$ cat src/design/ckmd_pkg.sv
// ---------------------------------------------------------------------------
// Chroma key matte despill - package
// Types, constants and divider step functions shared by the block.
// ---------------------------------------------------------------------------
`default_nettype none

package ckmd_pkg;

    localparam int unsigned QBits = 16;
    localparam logic [16:0] QOne  = 17'd65536;
    localparam logic [17:0] SpanEps = 18'd66;
    // ceil(2^35/25) and ceil(2^37/765): exact floor division over the used ranges
    localparam logic [30:0] Recip25  = 31'd1374389535;
    localparam logic [27:0] Recip765 = 28'd179658763;

    localparam logic [2:0] RegScreenRed   = 3'd0;
    localparam logic [2:0] RegScreenGreen = 3'd1;
    localparam logic [2:0] RegScreenBlue  = 3'd2;
    localparam logic [2:0] RegScreenGain  = 3'd3;
    localparam logic [2:0] RegClipBlack   = 3'd4;
    localparam logic [2:0] RegClipWhite   = 3'd5;
    localparam logic [2:0] RegDespillEn   = 3'd6;

    typedef struct packed {
        logic [7:0] screen_red;
        logic [7:0] screen_green;
        logic [7:0] screen_blue;
        logic [7:0] screen_gain;
        logic [7:0] clip_black;
        logic [7:0] clip_white;
        logic       despill_en;
    } t_cfg;

    typedef struct packed {
        logic [25:0] sg_red;
        logic [25:0] sg_green;
        logic [25:0] sg_blue;
        logic [16:0] cb;
        logic [16:0] span_abs;
        logic        span_neg;
    } t_derived;

    // spill divider: remainder plus a word that shifts dividend out, quotient in
    typedef struct packed {
        logic [7:0]  rem;
        logic [23:0] w;
    } t_sp;

    // matte divider: remainder and quotient
    typedef struct packed {
        logic [16:0] rem;
        logic [15:0] q;
    } t_md;

    function automatic t_sp sp_step(t_sp st, logic [7:0] dv);
        logic [8:0] r2;
        logic       ge;
        t_sp        res;
        r2      = {st.rem, st.w[23]};
        ge      = (r2 >= {1'b0, dv});
        r2      = ge ? (r2 - {1'b0, dv}) : r2;
        res.rem = r2[7:0];
        res.w   = {st.w[22:0], ge};
        return res;
    endfunction

    function automatic t_md md_step(t_md st, logic [16:0] b);
        logic [17:0] r2;
        logic        ge;
        t_md         res;
        r2      = {st.rem, 1'b0};
        ge      = (r2 >= {1'b0, b});
        r2      = ge ? (r2 - {1'b0, b}) : r2;
        res.rem = r2[16:0];
        res.q   = {st.q[14:0], ge};
        return res;
    endfunction

    // x*65536/255 floored: 65536 = 255*257 + 1
    function automatic logic [16:0] clip_level(logic [7:0] x);
        return 17'(x) * 17'd257 + ((x == 8'd255) ? 17'd1 : 17'd0);
    endfunction

endpackage

`default_nettype wire

$ cat src/design/ckmd_derive.sv
// ---------------------------------------------------------------------------
// Chroma key matte despill - configuration derived values
// Two register stages turning the settings into screen and clip terms.
// ---------------------------------------------------------------------------
`default_nettype none

module ckmd_derive (
    input  wire              i_clk,
    input  wire ckmd_pkg::t_cfg i_cfg,
    output ckmd_pkg::t_derived o_der
);

    logic [15:0] r_prod [3];
    logic [16:0] r_cb;
    logic [16:0] r_span_abs;
    logic        r_span_neg;
    logic [25:0] r_sg [3];
    logic [16:0] r_cb2;
    logic [16:0] r_span_abs2;
    logic        r_span_neg2;

    logic [16:0] n_cw;
    logic [16:0] n_cb;
    logic [17:0] n_span;
    logic [60:0] n_sgp [3];

    always_comb begin
        n_cb   = ckmd_pkg::clip_level(i_cfg.clip_black);
        n_cw   = ckmd_pkg::clip_level(i_cfg.clip_white);
        n_span = {1'b0, n_cw} - {1'b0, n_cb} + ckmd_pkg::SpanEps;
        for (int c = 0; c < 3; c++) begin
            n_sgp[c] = 61'({r_prod[c], 14'd0}) * 61'(ckmd_pkg::Recip25);
        end
    end

    // stage one: screen times gain, clip levels and span
    always_ff @(posedge i_clk) begin
        r_prod[0]  <= 16'(i_cfg.screen_red)   * 16'(i_cfg.screen_gain);
        r_prod[1]  <= 16'(i_cfg.screen_green) * 16'(i_cfg.screen_gain);
        r_prod[2]  <= 16'(i_cfg.screen_blue)  * 16'(i_cfg.screen_gain);
        r_cb       <= n_cb;
        r_span_neg <= n_span[17];
        r_span_abs <= n_span[17] ? 17'(-n_span) : n_span[16:0];
    end

    // stage two: scaled screen = prod*65536/100
    always_ff @(posedge i_clk) begin
        for (int c = 0; c < 3; c++) begin
            r_sg[c] <= n_sgp[c][60:35];
        end
        r_cb2       <= r_cb;
        r_span_abs2 <= r_span_abs;
        r_span_neg2 <= r_span_neg;
    end

    assign o_der.sg_red   = r_sg[0];
    assign o_der.sg_green = r_sg[1];
    assign o_der.sg_blue  = r_sg[2];
    assign o_der.cb       = r_cb2;
    assign o_der.span_abs = r_span_abs2;
    assign o_der.span_neg = r_span_neg2;

endmodule

`default_nettype wire

$ cat config.mk
export PLATFORM = sky130hd
export DESIGN_NAME = ckmd_derive
export DESIGN_NICKNAME = d
export VERILOG_FILES = /design/src/design/ckmd_pkg.sv /design/src/design/ckmd_derive.sv
export SDC_FILE = /design/constraint.sdc
export NUM_CORES = 2
export LEC_CHECK = 0
export BUFFER_PORTS_ARGS = -buffer_cell sky130_fd_sc_hd__buf_4
export CAP_MARGIN = 25
export CELL_PAD_IN_SITES_DETAIL_PLACEMENT = 0
export CELL_PAD_IN_SITES_GLOBAL_PLACEMENT = 1
export CORE_ASPECT_RATIO = 0.5
export CORE_MARGIN = 4
export CORE_UTILIZATION = 46
export CTS_CLUSTER_SIZE = 10
export DETAILED_ROUTE_END_ITERATION = 7
export PLACE_DENSITY = 0.76
export SETUP_SLACK_MARGIN = 0.02
export SYNTH_ARGS = -nofsm -noshare
export SYNTH_HDL_FRONTEND = slang
export SYNTH_SLANG_ARGS = --single-unit
$ cat constraint.sdc
create_clock -name i_clk -period 6.15 [get_ports i_clk]
set_clock_uncertainty 0.1 [all_clocks]
set_input_delay 1.23 -clock i_clk [delete_from_list [all_inputs] [get_ports i_clk]]
set_output_delay 1.23 -clock i_clk [all_outputs]
set_load 0.02 [all_outputs]
==> flow_metrics.py <==
metrics = {
    "critical_path": {
        "startpoint_type": "register",
        "path_cells": "fa_2 > inv_2 > fa_1 > fa_1 > inv_1 > fa_1 > fa_1 > fa_1 > ha_4 > nand3_4 > a2111o_1 > a31o_4 > a211o_1 > a21o_1 > a211o_1 > o21bai_1 > xor2_1",
        "reg2reg_depth": 17,
        "r2r_setup_slack_ps": 160,
        "cpMaxStageDelayCell": "fa_2",
        "worst_setup_path_end_kind": "register",
        "critPathArrivalTime_ps": 6320,
        "critical_path.startpoint": "r_prod[0][30]",
        "worstPathMaxFanout": 4,
        "cpMostUsedCell": "fa_1",
        "path_class": "reg2reg",
        "r2r-start": "r_prod[0][30]",
        "slowest_delay_ps": 600,
        "r2r-end": "r_sg[0][45]",
        "required_ps": 6490,
    },
    "timing": {
        "hold_viol_final": 0,
        "period_needed_ps": 5987,
        "rsz0062_at_grt": "yes",
        "worst_hold_slack_ps": 227.3,
        "tightest_slew_ps": 850.8,
        "maxSlewHeadroom_pct": 42.56,
        "setup_viol": 0,
        "max_freq_mhz": 167.0,
        "fin_crit_sh_pct": 97.35,
        "slew_viol_final": 0,
        "fin_tns_setup_ps": 0,
    },
    "die": {
        "coreArea_um2": 71570,
        "io_pins": 163,
        "die_w_um": 389.5,
        "dieArea_um2": 77410,
        "fp.dieH_um": 198.8,
        "rows": 69,
        "start_util_pct": 46.77,
    },
    "place": {
        "hpwl_um": 67130,
        "port_buffers": 161,
        "placed_area_um2": 36610,
        "gp_congestion": 0.9241,
    },
    "finish": {
        "final_common_cell": "inv_1",
        "finish.instance_area_um2": 37570,
        "area_growth_pct": 12.23,
        "nets": 4979,
        "fin_util_pct": 52.49,
        "most-common-layout-cells": "inv_1 (914), ha_1 (673), fa_1 (550), buf_4 (279), dfxtp_1 (180)",
        "drive_gt1_share_pct": 10.34,
    },
    "yosys": {
        "yosysWarnings": 0,
        "syn-instance-count": 3415,
        "syn_area_um2": 33470,
        "synthArstFlopShare_pct": 0,
        "synth_cell_type_count": 67,
        "ys.flop_type": "dfxtp_1",
        "ys_seq_area_share_pct": 11.72,
        "ys_ff_latch": 196,
        "avgSynthCellArea_um2": 9.802,
        "synth-edff-count": 0,
        "syn_nets": 4703,
    },
    "cts": {
        "htreeDepth": 4,
        "cts.clk_slew.worst_paths_ps": 90,
        "ctsLongestPathBuffers": 2,
        "clk_latency_ps": 510,
        "cts_sinks": 196,
        "ctsRootBufferMaster": "clkbuf_16",
        "cts_tree": "done",
        "cts_buffers": 17,
    },
    "global_routing": {
        "grt_max_degree": 25,
        "antenna_found_initial": 0,
        "use_met1_pct": 27.74,
        "grt_pass1_wl_um": 127400,
        "grt_busiest_layer": "met2",
        "grt.total_usage_pct": 20.81,
        "use_met2_pct": 35.76,
        "grt_remaining_overflow": 0,
        "grt_use_met3_pct": 3.654,
        "grt_pass1_vias": 24975,
    },
    "detailed_routing": {
        "drt_iter0_drc": 846,
        "vias": 22969,
        "drtPass1Iterations": 5,
        "avgViaCountPerCell": 4.927,
        "drcViolationCount": 0,
        "ant_nets": 0,
        "wire_per_inst_um": 16.38,
        "drt-total-wl_um": 76360,
    },
    "hold_path": {
        "holdCritPathClass": "reg2reg",
        "worstHoldPathCells": 0,
        "hold_end": "r_span_abs2[13]",
        "hold_path.startpoint": "r_span_abs[13]",
    },
    "job": {
        "cap_viol_max_count": 0,
    },
    "run_status": {
        "status": "finished clean",
    },
}
==> sequential cells by signal (all words and copies together) (netlist names) <==
name         count
r_span_abs      17
r_span_neg       1
r_prod          48
r_sg            78
r_cb            17
r_cb2           17
r_span_abs2     17
r_span_neg2      1
==> synthesized netlist by cell type (3+ instances only) <==
| cell type | n | share of area [%] |
|---|---|---|
| o31ai_1 | 6 | 0.13 |
| nor3_1 | 29 | 0.43 |
| or2_2 | 9 | 0.17 |
| o21ai_1 | 3 | 0.045 |
| o211ai_1 | 8 | 0.18 |
| a21oi_1 | 106 | 1.6 |
| nand4_1 | 13 | 0.24 |
| and3_1 | 17 | 0.32 |
| a31oi_1 | 6 | 0.11 |
| xnor2_1 | 103 | 2.7 |
| inv_1 | 918 | 10 |
| ha_1 | 680 | 25 |
| nand3_1 | 42 | 0.63 |
| a211oi_1 | 7 | 0.16 |
| dfxtp_1 | 196 | 12 |
| o41ai_1 | 10 | 0.26 |
| nor2_1 | 99 | 1.1 |
| o21bai_1 | 15 | 0.34 |
| o31ai_2 | 3 | 0.11 |
| and2_1 | 124 | 2.3 |
| a21boi_0 | 13 | 0.29 |
| a221oi_1 | 3 | 0.079 |
| nand2_1 | 149 | 1.7 |
| o31a_1 | 4 | 0.10 |
| a21o_1 | 61 | 1.4 |
| nor4_1 | 3 | 0.056 |
| o311ai_0 | 4 | 0.10 |
| o21ai_0 | 69 | 1.0 |
| or4_1 | 3 | 0.067 |
| a211o_1 | 8 | 0.21 |
| xor2_1 | 35 | 0.92 |
| nor2b_1 | 12 | 0.22 |
| o2111ai_1 | 4 | 0.10 |
| and4_1 | 4 | 0.10 |
| clkbuf_1 | 19 | 0.21 |
| nand2b_1 | 11 | 0.21 |
| o21a_1 | 21 | 0.47 |
| fa_1 | 558 | 33 |
==> final cells by class <==
type	instances	area, um2
fill	6525	34000
multi-input combinational	2279	26250
sequential	196	3946
inverter	918	3446
timing repair buffer	279	2095
tap	958	1199
clock buffer	17	425.4
clock inverter	14	203.9
antenna	1	2.502
==> critical path: cells and delay by family, from the launching register on <==
kind                       cells  cell delay [ps]
adders and majority gates      7             3260
AOI/OAI and AO/OA              6             1820
DFF                            1              370
xor gates and xnor gates       1              160
buffers and inverters          2              130
and+or+nand+nor                1               80
==> cell families after synthesis <==
kind of cell / count (synthesis) / share of synthesized area (%)
compound gates: 378 / 7.487
mux: 2 / 0.05981
xor+xnor: 138 / 3.611
simple gates: 523 / 7.771
flops: 196 / 11.72
fa+ha+maj: 1238 / 58.79
buf+inv: 940 / 10.56
==> metrics by stage <==
step           cells  setup slack [ps]
2_1_floorplan   3415             353.2
3_3_place_gp    4621            -8.029
3_5_place_dp    4621            -57.95
4_1_cts         4653             23.13
5_1_grt         4661            -34.34
6_report        4662             162.9
==> how the worst max path moves through the flow <==
stage          depth (start not counted)             to  slack (ps)
6_report                              17    r_sg[0][45]         160
5_1_grt                               19    r_sg[0][45]         -30
3_3_place_gp                          20    r_sg[0][76]          -8
2_1_floorplan                         18     r_sg[0][9]         350
4_1_cts                               20    r_sg[0][77]          20
3_5_place_dp                          19  r_span_abs[8]         -60
==> repair_timing <==
action                                  CTS  global route
endpoints found under the setup margin    5            44
hold buffers                              0             0
resized for setup                         4            62
pin swaps                                 1            22
buffers inserted                          1             7
==> layer usage <==
layer | vias up | part of all wire (%)
met4 | 0 | 1.7
met2 | 291 | 48
met5 | - | 0
met1 | 11336 | 47
li1 | 11276 | -
met3 | 66 | 3.5
Power is left out: the tool's default activity adds up to more than one toggle a clock period on the data nets, which glitch-free logic cannot reach.
